### src/sv/pwmns_pkg.sv
package pwmns_pkg;

  localparam int SampleWidth = 16;
  localparam int PeriodWidth = 16;
  localparam int DutyWidth   = PeriodWidth + 1;
  localparam int IndexWidth  = 8;

  // register indexes on the configuration port
  localparam logic [IndexWidth-1:0] REG_PWM_PERIOD     = 8'd0;
  localparam logic [IndexWidth-1:0] REG_SHAPING_ENABLE = 8'd1;

  localparam logic [PeriodWidth-1:0] PWM_PERIOD_RESET     = 16'd255;
  localparam logic                   SHAPING_ENABLE_RESET = 1'b1;

  // flips a two's complement sample into offset binary
  localparam logic [SampleWidth-1:0] SIGN_FLIP = 16'h8000;
  // half of one step in Q16
  localparam logic [33:0] ROUND_HALF = 34'd32768;

  typedef struct packed {
    logic [PeriodWidth-1:0] pwm_period;
    logic                   shaping_enable;
  } cfg_t;

endpackage

### src/sv/pwmns_level.sv
module pwmns_level (
  input  logic                                    clk,
  input  logic                                    rst,
  input  logic                                    en,
  input  logic signed [pwmns_pkg::SampleWidth-1:0] sample,
  output logic                                    clipped,
  output logic [pwmns_pkg::SampleWidth-1:0]       peak_store,
  output logic [pwmns_pkg::SampleWidth-1:0]       smooth_store
);
  import pwmns_pkg::*;

  logic [SampleWidth-1:0] mag;
  logic [20:0]            smooth_sum;
  logic [SampleWidth-1:0] smooth_store_next;
  logic [SampleWidth-1:0] peak_store_next;
  logic                   clipped_next;

  always_comb begin
    // magnitude of the most negative sample wraps to 0x8000, which is exact
    mag               = sample[SampleWidth-1] ? (~sample + 16'd1) : sample;
    clipped_next      = (sample == 16'sh7fff) || (sample == 16'sh8000);
    peak_store_next   = (mag > peak_store) ? mag : peak_store;
    // old*31 as old*32 - old
    smooth_sum        = {smooth_store, 5'b0} - {5'b0, smooth_store} + {5'b0, mag};
    smooth_store_next = smooth_sum[20:5];
  end

  always_ff @(posedge clk) begin
    if (rst) begin
      peak_store   <= '0;
      smooth_store <= '0;
    end else if (en) begin
      peak_store   <= peak_store_next;
      smooth_store <= smooth_store_next;
    end
  end

  always_ff @(posedge clk) begin
    if (en) begin
      clipped <= clipped_next;
    end
  end

  a_peak_monotonic: assert property (@(posedge clk) disable iff (rst)
    en |=> peak_store >= $past(peak_store))
    else $error("peak level decreased");

  a_peak_covers_sample: assert property (@(posedge clk) disable iff (rst)
    en |=> peak_store >= $past(mag))
    else $error("peak below current magnitude");

  a_smooth_bounded: assert property (@(posedge clk) disable iff (rst)
    smooth_store <= 16'd32768)
    else $error("smoothed level out of range");

endmodule

### config.mk
export PLATFORM = sky130hd
export DESIGN_NAME = pwmns_level
export DESIGN_NICKNAME = d
export VERILOG_FILES = /design/src/sv/pwmns_pkg.sv /design/src/sv/pwmns_level.sv
export SDC_FILE = /design/constraint.sdc
export NUM_CORES = 1
export LEC_CHECK = 0
export BUFFER_PORTS_ARGS = -buffer_cell sky130_fd_sc_hd__clkbuf_2
export CAP_MARGIN = 15
export CORE_MARGIN = 2
export CORE_UTILIZATION = 52
export DETAILED_ROUTE_END_ITERATION = 6
export MAX_ROUTING_LAYER = met4
export PLACE_DENSITY = 0.79
export SYNTH_ARGS = -nofsm -noshare
export SYNTH_HDL_FRONTEND = slang
export SYNTH_SLANG_ARGS = --single-unit
### constraint.sdc
create_clock -name clk -period 5.2 [get_ports clk]
set_clock_uncertainty 0.05 [all_clocks]
set_input_delay 0.78 -clock clk [delete_from_list [all_inputs] [get_ports clk]]
set_output_delay 0.78 -clock clk [all_outputs]
set_load 0.01 [all_outputs]
==> summary.txt, run 1 <==
Largest net degree at the start of global routing -> 58
Top cell type's share of synthesized area -> 0.199
Critical path type -> input port to register
Critical path, cell by cell -> clkbuf_2, or4_4, or4_4, or3_4, o31ai_4, xor2_2, fa_1, inv_1, ha_1, nand4_1, or4_1, or3_4, a311oi_4, a41oi_2, a32o_1
Vias -> 3003
Die height -> 82.7 µm
PwrDens -> 534 mW/mm²
DP Wirelength -> 6.58 mm
WL per Instance -> 15.0 µm
CP endpoint kind -> register
VDD IR max -> 431 µV
Final Critical Period -> 5.03 ns
Seq/Total Area, Yosys -> 0.208
Die Span X -> 82.7 µm
Synth Warn # -> 0
Total GRT Usage -> 0.270
Max Cap Violations -> 0
Post-CTS setup repair buffer count -> 0
Max frequency -> 0.199 GHz
Synth Area in Simple Gates -> 0.205
Arr. time, crit path -> 5.17 ns
Initial Util -> 0.541
Xor and xnor area share after synthesis -> 0.0649
CTS H-tree depth -> 2
Gpl congestion -> 0.937
Synth Area in Compound Gates -> 0.141
I/O Buffers -> 51
Overflow after GRT -> 0
Buf/Inv on CP -> 2
Synth Area in Adders -> 0.218
Global-route wire length before repair -> 13.4 mm
Bufs on Longest Clock Path -> 2
Vias in the first global route -> 2913
Clock transition at the registers of the reported paths -> 0.08 ns
Post-synth EDFFs -> 1
Non-filler instance count after layout -> 546
CTS tree -> built
Synth area leader -> dfxtp_1
Final WL -> 8.20 mm
Post-synthesis mux area share -> 0.0742
Commonest register cell after synthesis -> dfxtp_1
CP max-delay cell -> or4_4
RSZ-0062 raised after global routing -> no
Leak pwr -> 0.00185 µW
Clock latency on the worst-skew pair -> 0.30 ns
Top Family by Delay on Critical Path -> simple AND/OR/NAND/NOR gates
Max_slew headroom -> 0.602
Gate Count Post-Synth -> 396
Synth Register Bits -> 33
Final period util -> 0.967
Fin. Hold Viols -> 0
Max Slew Vio Count -> 0
CTS Buf Count -> 5
Layout cells sized above 1 -> 0.231
Top post-synthesis cells by count -> 65 x inv_1, 41 x nor2_1, 40 x ha_1
Drc violations -> 0
Pwr Total -> 2040 µW
DRT Pass-1 Iters -> 4
Avg Vias per Cell -> 5.50
Syn Area/Cell -> 8.13 µm²
Synth top area cells -> dfxtp_1 20%, ha_1 16%, inv_1 7.6%
Initial antenna violation count -> 0
Cell variety after synth -> 62
Final nets -> 539
Tightest Hold Check Type -> register to register
Critical Path Max Stage Delay -> 0.54 ns
Mapped Area -> 0.00322 mm²
Final setup fails -> 0
Crit-path max FO -> 3
Sink Count -> 33
Post-Synthesis Net Count -> 465
Required time of the worst setup path -> 5.34 ns
Count leader, synth -> inv_1
Cell row count -> 28
Area growth, synth to finish -> 19.0%
Initial DRC count -> 145
Status -> finished clean
Die Area -> 0.00684 mm²
Worst setup SP type -> input port
Root Driver -> clkbuf_8
# IOs -> 52
Total core area -> 0.00596 mm²
Largest family of logic cells by synthesized area -> adder cells
Inst Count DP -> 538
Final ANT Viol Nets -> 0
N_diodes -> 0
Least-Margin Pin Slew -> 0.595 ns
Async SR Flop Fraction -> 0
-- layer usage --
| metal | share of wire | vias to the layer above | GRT usage |
|---|---|---|---|
| met3 | 0.040 | 15 | 0.0391 |
| met1 | 0.44 | 1424 | 0.327 |
| li1 | - | 1498 | - |
| met2 | 0.50 | 66 | 0.451 |
| met4 | 0.022 | 0 | 0.108 |
| met5 | 0 | - | - |
-- cell type report --
type                       instances  area [µm²]
sequential                        33         671
fill                             546        2120
clock buffer                       6        72.6
timing repair buffer              76         443
tap                               75        93.8
clock inverter                     2        10.0
multi-input combinational        288        2290
inverter                          66         248
-- kinds of logic after synthesis --
kind of cell | after synthesis
DFF | 33
xor gates and xnor gates | 23
buffers and inverters | 75
AOI/OAI and AO/OA | 65
and+or+nand+nor | 128
muxes | 22
adders and majority gates | 50
-- tightest hold or removal path, cell delays in order (launching register included) --
cell and delay, ns:
dfxtp_1 0.33, nand2_1 0.06, a21oi_1 0.05
-- power by group --
| part | switching [µW] | total [µW] | leakage, µW | internal, µW |
|---|---|---|---|---|
| registers | 74.3 | 390 | 0.000273 | 316 |
| clock network | 111 | 204 | 0.0000450 | 93.1 |
| logic | 764 | 1450 | 0.00153 | 686 |
-- registers in the layout (all words and copies together) (netlist names) --
signal	flops
peak_store	16
clipped	1
smooth_store	16
-- metrics by stage --
stage	setup WS [ns]	cell area, µm²	setup TNS [ns]	util	hold WS, ns
floorplan	0.0293	3230	0	-	0.444
global placement	-0.153	3730	-0.312	0.626	0.418
detailed placement	-0.215	3730	-0.604	0.626	0.425
CTS	0.0782	3810	0	0.639	0.436
global route	0.0237	3830	0	0.643	0.475
finish	0.172	3830	0	0.643	0.434
-- placed cells by master, fill, tap and decap left out, types with 2 or more instances in the layout --
cell type  Yosys  layout
xnor2_1       10      10
nand2_1       23      23
nor3_1        10      10
nor2_1        41      41
o22ai_1        2       2
a21o_1         4       4
nand2b_1      12      12
or4_1          2       2
mux2_2        11      11
xor2_1        12      12
o211ai_1       2       2
o21a_1         2       2
nand3b_1       2       2
dfxtp_1       32      32
mux2i_1       10      10
o21ai_0       12      12
a32o_1         2       2
a31oi_1        2       2
a41oi_1        3       2
a21oi_1       14      14
fa_1          10      10
nor3b_1        2       2
clkbuf_2       0      51
or2_2          3       3
nor2b_1        5       5
or4_4          2       2
inv_1         65      65
or3_1          5       4
clkinv_2       0       2
buf_4          1      25
a211oi_1       2       2
o31ai_1        5       5
ha_1          40      40
o41ai_1        2       2
o21bai_1       2       2
nand3_1        6       6
nand4_1        6       6
or3_4          1       2
clkbuf_8       0       5
-- worst paths after layout --
kind,start,endpoint,slack (ns),cells past startpoint
worst max-delay path,sample[0],smooth_store[14]$_SDFFE_PP0P_,0.17,15
worst min-delay path,smooth_store[3]$_SDFFE_PP0P_,smooth_store[3]$_SDFFE_PP0P_,0.43,2
worst max register to register,smooth_store[7]$_SDFFE_PP0P_,smooth_store[14]$_SDFFE_PP0P_,1.78,10
worst min register to register,smooth_store[3]$_SDFFE_PP0P_,smooth_store[3]$_SDFFE_PP0P_,0.43,2
-- repair_timing --
item,4_1_cts,5_1_grt
gates resized for setup,0,4
endpoints found under the setup margin,0,4
hold buffers,0,0
Power figures use the tool's default switching activity.
==> inputs of run 2 (changes only) <==
--- a/config.mk
+++ b/config.mk
@@ -5,7 +5,7 @@
 export SDC_FILE = /design/constraint.sdc
 export NUM_CORES = 1
 export LEC_CHECK = 0
-export BUFFER_PORTS_ARGS = -buffer_cell sky130_fd_sc_hd__clkbuf_2
+export BUFFER_PORTS_ARGS = -buffer_cell sky130_fd_sc_hd__buf_2
 export CAP_MARGIN = 15
 export CORE_MARGIN = 2
 export CORE_UTILIZATION = 52
==> run 2 against run 1 <==
- setup slack better by 0.0077 ns
- combinational power about the same
- sequential power barely moved
- highest routed layer unchanged
- largest power group unchanged
- sequential share of layout area is 0.15 points lower
- final cell count unchanged
- count of clock-buffer cells in the layout is 1 higher
==> summary.txt, run 2 (synthesis results as in run 1) <==
Global-route wire length before repair -> 13.6 mm
Leak pwr -> 0.00188 µW
Initial antenna violation count -> 0
Final core occ -> 0.649
PnR worst setup slack -> 0.180 ns
Vias -> 3105
Sequential share of power -> 0.183
Final WL -> 8.33 mm
N_diodes -> 0
Final nets -> 539
Gpl congestion -> 0.963
Root Driver -> clkbuf_8
Crit-path max FO -> 3
Bufs on Longest Clock Path -> 2
Vias in the first global route -> 3032
PwrDens -> 548 mW/mm²
Die Span X -> 82.7 µm
Biggest regs -> peak_store: 16 flops, smooth_store: 16 flops, clipped: 1 flops
# IOs -> 52
Die Area -> 0.00684 mm²
WL per Instance -> 15.3 µm
Internal power -> 1170 µW
CTS Buf Count -> 5
Final ANT Viol Nets -> 0
Max Cap Violations -> 0
Die height -> 82.7 µm
Critical path type -> input port to register
Initial DRC count -> 183
Dpl ws -> -0.207 ns
Most frequent cells in the layout -> 65 x inv_1, 51 x buf_2, 41 x nor2_1, 40 x ha_1, 32 x dfxtp_1
Most common library cell in the layout ignoring fill and taps -> inv_1
CTS tree -> built
Largest net degree at the start of global routing -> 58
Hold-fix buffers, CTS -> 0
Comb pwr share -> 0.693
Cell row count -> 28
CP endpoint kind -> register
Net Sw Frac -> 0.447
Critical Path Max Stage Delay -> 0.54 ns
Required time of the worst setup path -> 5.34 ns
Critical path, cell by cell -> buf_2, or4_4, or4_4, or3_4, o31ai_4, xor2_2, fa_1, inv_1, ha_1, nand4_1, buf_4, nor4b_1, a2111oi_1, buf_4, a311oi_4, a21o_1, a211o_1, a32o_1
Final Critical Period -> 5.02 ns
Fin. Hold Viols -> 0
Clock transition at the registers of the reported paths -> 0.07 ns
Clock latency on the worst-skew pair -> 0.30 ns
Tightest Hold Check Type -> register to register
CP max-delay cell -> or4_4
Drc violations -> 0
I/O Buffers -> 51
Power share of the clock group -> 0.124
Max_slew headroom -> 0.359
Sink Count -> 33
CTS H-tree depth -> 2
Layout cells sized above 1 -> 0.231
Final setup fails -> 0
Overflow after GRT -> 0
Worst setup SP type -> input port
Arr. time, crit path -> 5.16 ns
Area growth, synth to finish -> 20.0%
Initial Util -> 0.541
Avg Vias per Cell -> 5.69
Status -> finished clean
VDD IR max -> 440 µV
Total core area -> 0.00596 mm²
Psw -> 946 µW
DP Wirelength -> 6.63 mm
Total GRT Usage -> 0.272
Least-Margin Pin Slew -> 0.961 ns
Max frequency -> 0.199 GHz
DRT Pass-1 Iters -> 4
Max Slew Vio Count -> 0
Final period util -> 0.965
RSZ-0062 raised after global routing -> no
-- run 2: worst paths after layout --
| kind | slack [ns] | depth (start not counted) | endpoint | from |
|---|---|---|---|---|
| worst min register to register | 0.43 | 2 | smooth_store[3]$_SDFFE_PP0P_ | smooth_store[3]$_SDFFE_PP0P_ |
| worst max-delay path | 0.18 | 18 | smooth_store[14]$_SDFFE_PP0P_ | sample[0] |
| worst max register to register | 1.72 | 12 | smooth_store[14]$_SDFFE_PP0P_ | smooth_store[3]$_SDFFE_PP0P_ |
| worst min-delay path | 0.43 | 2 | smooth_store[3]$_SDFFE_PP0P_ | smooth_store[3]$_SDFFE_PP0P_ |
-- run 2: worst max-delay path: cells and delay by family --
family	cells	cell delay, ns
simple gates	5	1.52
compound gates	6	1.47
buf+inv	4	0.47
xor+xnor	1	0.11
fa+ha+maj	2	0.78
-- run 2: final cells by class --
type / instances / area, µm²
flip-flops and latches: 33 / 671
repair buffers: 76 / 443
fillers: 535 / 2090
well taps: 75 / 93.8
clock inverters: 1 / 30.0
multi-input cells: 288 / 2290
inverters: 66 / 248
clock buffers: 7 / 86.3
-- run 2: power groups by stage --
stage | clock network [µW] | logic [µW] | registers (µW)
global placement | 0 | 1370 | 393
floorplan | 0 | 964 | 403
detailed placement | 0 | 1420 | 394
finish | 263 | 1470 | 387
CTS | 267 | 1430 | 389
global route | 276 | 1640 | 398
-- run 2: metal layers --
layer | global-route usage | wire length [µm] | vias up
li1 | - | - | 1499
met1 | 0.310 | 3500 | 1477
met3 | 0.0511 | 426 | 31
met5 | - | 0 | -
met4 | 0.113 | 265 | 0
met2 | 0.469 | 4140 | 98
-- run 2: stage by stage --
step	setup TNS, ns	cell area, µm²	hold slack, ns	cells	power [µW]
2_1_floorplan	0	3230	0.444	396	1370
3_3_place_gp	-0.402	3730	0.419	538	1770
3_5_place_dp	-0.669	3730	0.425	538	1810
4_1_cts	0	3840	0.439	546	2080
5_1_grt	0	3870	0.468	546	2320
6_report	0	3870	0.435	546	2120
-- run 2: repair_timing --
action | CTS | global route
setup endpoints to repair | 0 | 4
endpoints found under the hold margin | 0 | 0
resized for setup | 0 | 4
setup buffers | 0 | 0
==> inputs of run 3 (changes only) <==
==> constraint.sdc (replaced) <==
create_clock -name clk -period 5.2 [get_ports clk]
set_clock_uncertainty 0.05 [all_clocks]
set_input_delay 0.26 -clock clk [delete_from_list [all_inputs] [get_ports clk]]
set_output_delay 0.26 -clock clk [all_outputs]
set_load 0.01 [all_outputs]
==> run 3 against run 2 <==
- largest cell class unchanged
- critical path type unchanged
- critical endpoint unchanged
- global-route usage down 2.1 points
- cell area down 4.9%
- setup slack better by 0.19 ns
- critical path depth down 2
- power down 8.1%
- via count down 4.8%
- worst hold slack worse by 0.12 ns
==> summary.txt, run 3 (synthesis results as in run 1) <==
Most frequent cells in the layout -> 65 x inv_1, 51 x buf_2, 41 x nor2_1, 40 x ha_1, 32 x dfxtp_1
Pwr Total -> 1950 µW
Final core occ -> 0.617
Setup tns final -> 0 ns
DP Wirelength -> 6.36 mm
Hold-fix buffers, CTS -> 0
Gpl congestion -> 0.919
Internal power -> 1040 µW
# IOs -> 52
Least-Margin Pin Slew -> 0.919 ns
Max frequency -> 0.207 GHz
Tightest Hold Check Type -> input port to register
Sink Count -> 33
Net Sw Frac -> 0.463
RSZ-0062 raised after global routing -> no
Final period util -> 0.929
Crit-path max FO -> 6
CTS resizes -> 0
Initial DRC count -> 147
Arr. time, crit path -> 4.96 ns
Die height -> 82.7 µm
I/O Buffers -> 51
Clock latency on the worst-skew pair -> 0.30 ns
Layout cells sized above 1 -> 0.191
Area growth, synth to finish -> 14.1%
Global-route wire length before repair -> 12.5 mm
Max Cap Violations -> 0
CP endpoint kind -> register
Total GRT Usage -> 0.251
Required time of the worst setup path -> 5.34 ns
Fillers -> 546
Max_slew headroom -> 0.387
Post-CTS setup repair buffer count -> 0
CTS Buf Count -> 5
Met1 GRT Util -> 0.330
Grt met2 use -> 0.397
Largest net degree at the start of global routing -> 58
DRT Pass-1 Iters -> 4
Total core area -> 0.00596 mm²
Sequential share of power -> 0.202
Avg Vias per Cell -> 5.63
CTS H-tree depth -> 2
Max Slew Vio Count -> 0
Leak pwr -> 0.00177 µW
WL per Instance -> 15.1 µm
Die Area -> 0.00684 mm²
Final Critical Period -> 4.83 ns
Final WL -> 7.92 mm
Final setup fails -> 0
Comb pwr share -> 0.672
Overflow after GRT -> 0
VDD IR max -> 441 µV
Vias in the first global route -> 2700
Initial Util -> 0.541
Worst setup SP type -> input port
Drc violations -> 0
Root Driver -> clkbuf_8
Psw -> 901 µW
Initial antenna violation count -> 0
Status -> finished clean
Bufs on Longest Clock Path -> 2
Gr busiest metal -> met2
Vias -> 2956
Die Span X -> 82.7 µm
Fin. Hold Viols -> 0
Biggest regs -> peak_store: 16 flops, smooth_store: 16 flops, clipped: 1 flops
Final ANT Viol Nets -> 0
CTS tree -> built
Final nets -> 518
Met3 Track Usage GR -> 0.0326
N_diodes -> 0
Critical path type -> input port to register
PwrDens -> 529 mW/mm²
Power share of the clock group -> 0.126
Clock transition at the registers of the reported paths -> 0.08 ns
Most common library cell in the layout ignoring fill and taps -> inv_1
Cell row count -> 28
## run 3: critical path, cell delays in order
cell and delay, ns:
buf_2 0.13, or4_4 0.54, or4_4 0.44, or3_4 0.40, o31ai_4 0.21, xor2_2 0.13, fa_1 0.49, inv_1 0.04
ha_1 0.32, nand4_1 0.15, or4_1 0.51, or3_1 0.37, a311oi_1 0.34, buf_4 0.18, a41oi_1 0.14, a32o_1 0.29
## run 3: final cells by class
class	count	area [µm²]	area share
multi-input cells	288	2260	0.616
flip-flops and latches	33	671	0.182
repair buffers	55	285	0.0776
inverters	66	248	0.0674
clock buffers	7	108	0.0293
well taps	75	93.8	0.0255
clock inverters	1	7.51	0.00204
## run 3: power by group through the flow
stage                     Combinational (µW)  Sequential (µW)  Clock [µW]
after global routing                    1470              402         260
after detailed placement                1290              399           0
after floorplan                          950              403           0
final                                   1310              392         245
after global placement                  1260              397           0
after CTS                               1300              393         248
## run 3: worst paths after layout
kind,slack [ns],from,to,cells past startpoint
worst min-delay path,0.31,sample[0],peak_store[0]$_SDFFE_PP0P_,3
worst min register to register,0.43,smooth_store[3]$_SDFFE_PP0P_,smooth_store[3]$_SDFFE_PP0P_,2
worst max-delay path,0.37,sample[0],smooth_store[14]$_SDFFE_PP0P_,16
worst max register to register,1.54,smooth_store[7]$_SDFFE_PP0P_,smooth_store[14]$_SDFFE_PP0P_,11
## run 3: per-layer routing
layer  routed length (µm)  part of all wire
met5                    0                 0
met4                  182             0.023
met3                  394             0.050
met2                 3710              0.47
met1                 3630              0.46
## run 3: per-stage QoR
step / cell area, µm² / hold slack, ns / worst slack (ns) / instances
after global routing: 3680 / 0.316 / 0.154 / 525
after floorplan: 3220 / 0.322 / 0.453 / 396
final: 3680 / 0.313 / 0.372 / 525
after detailed placement: 3560 / 0.423 / 0.0891 / 517
after global placement: 3560 / 0.417 / 0.181 / 517
after CTS: 3680 / 0.317 / 0.390 / 525
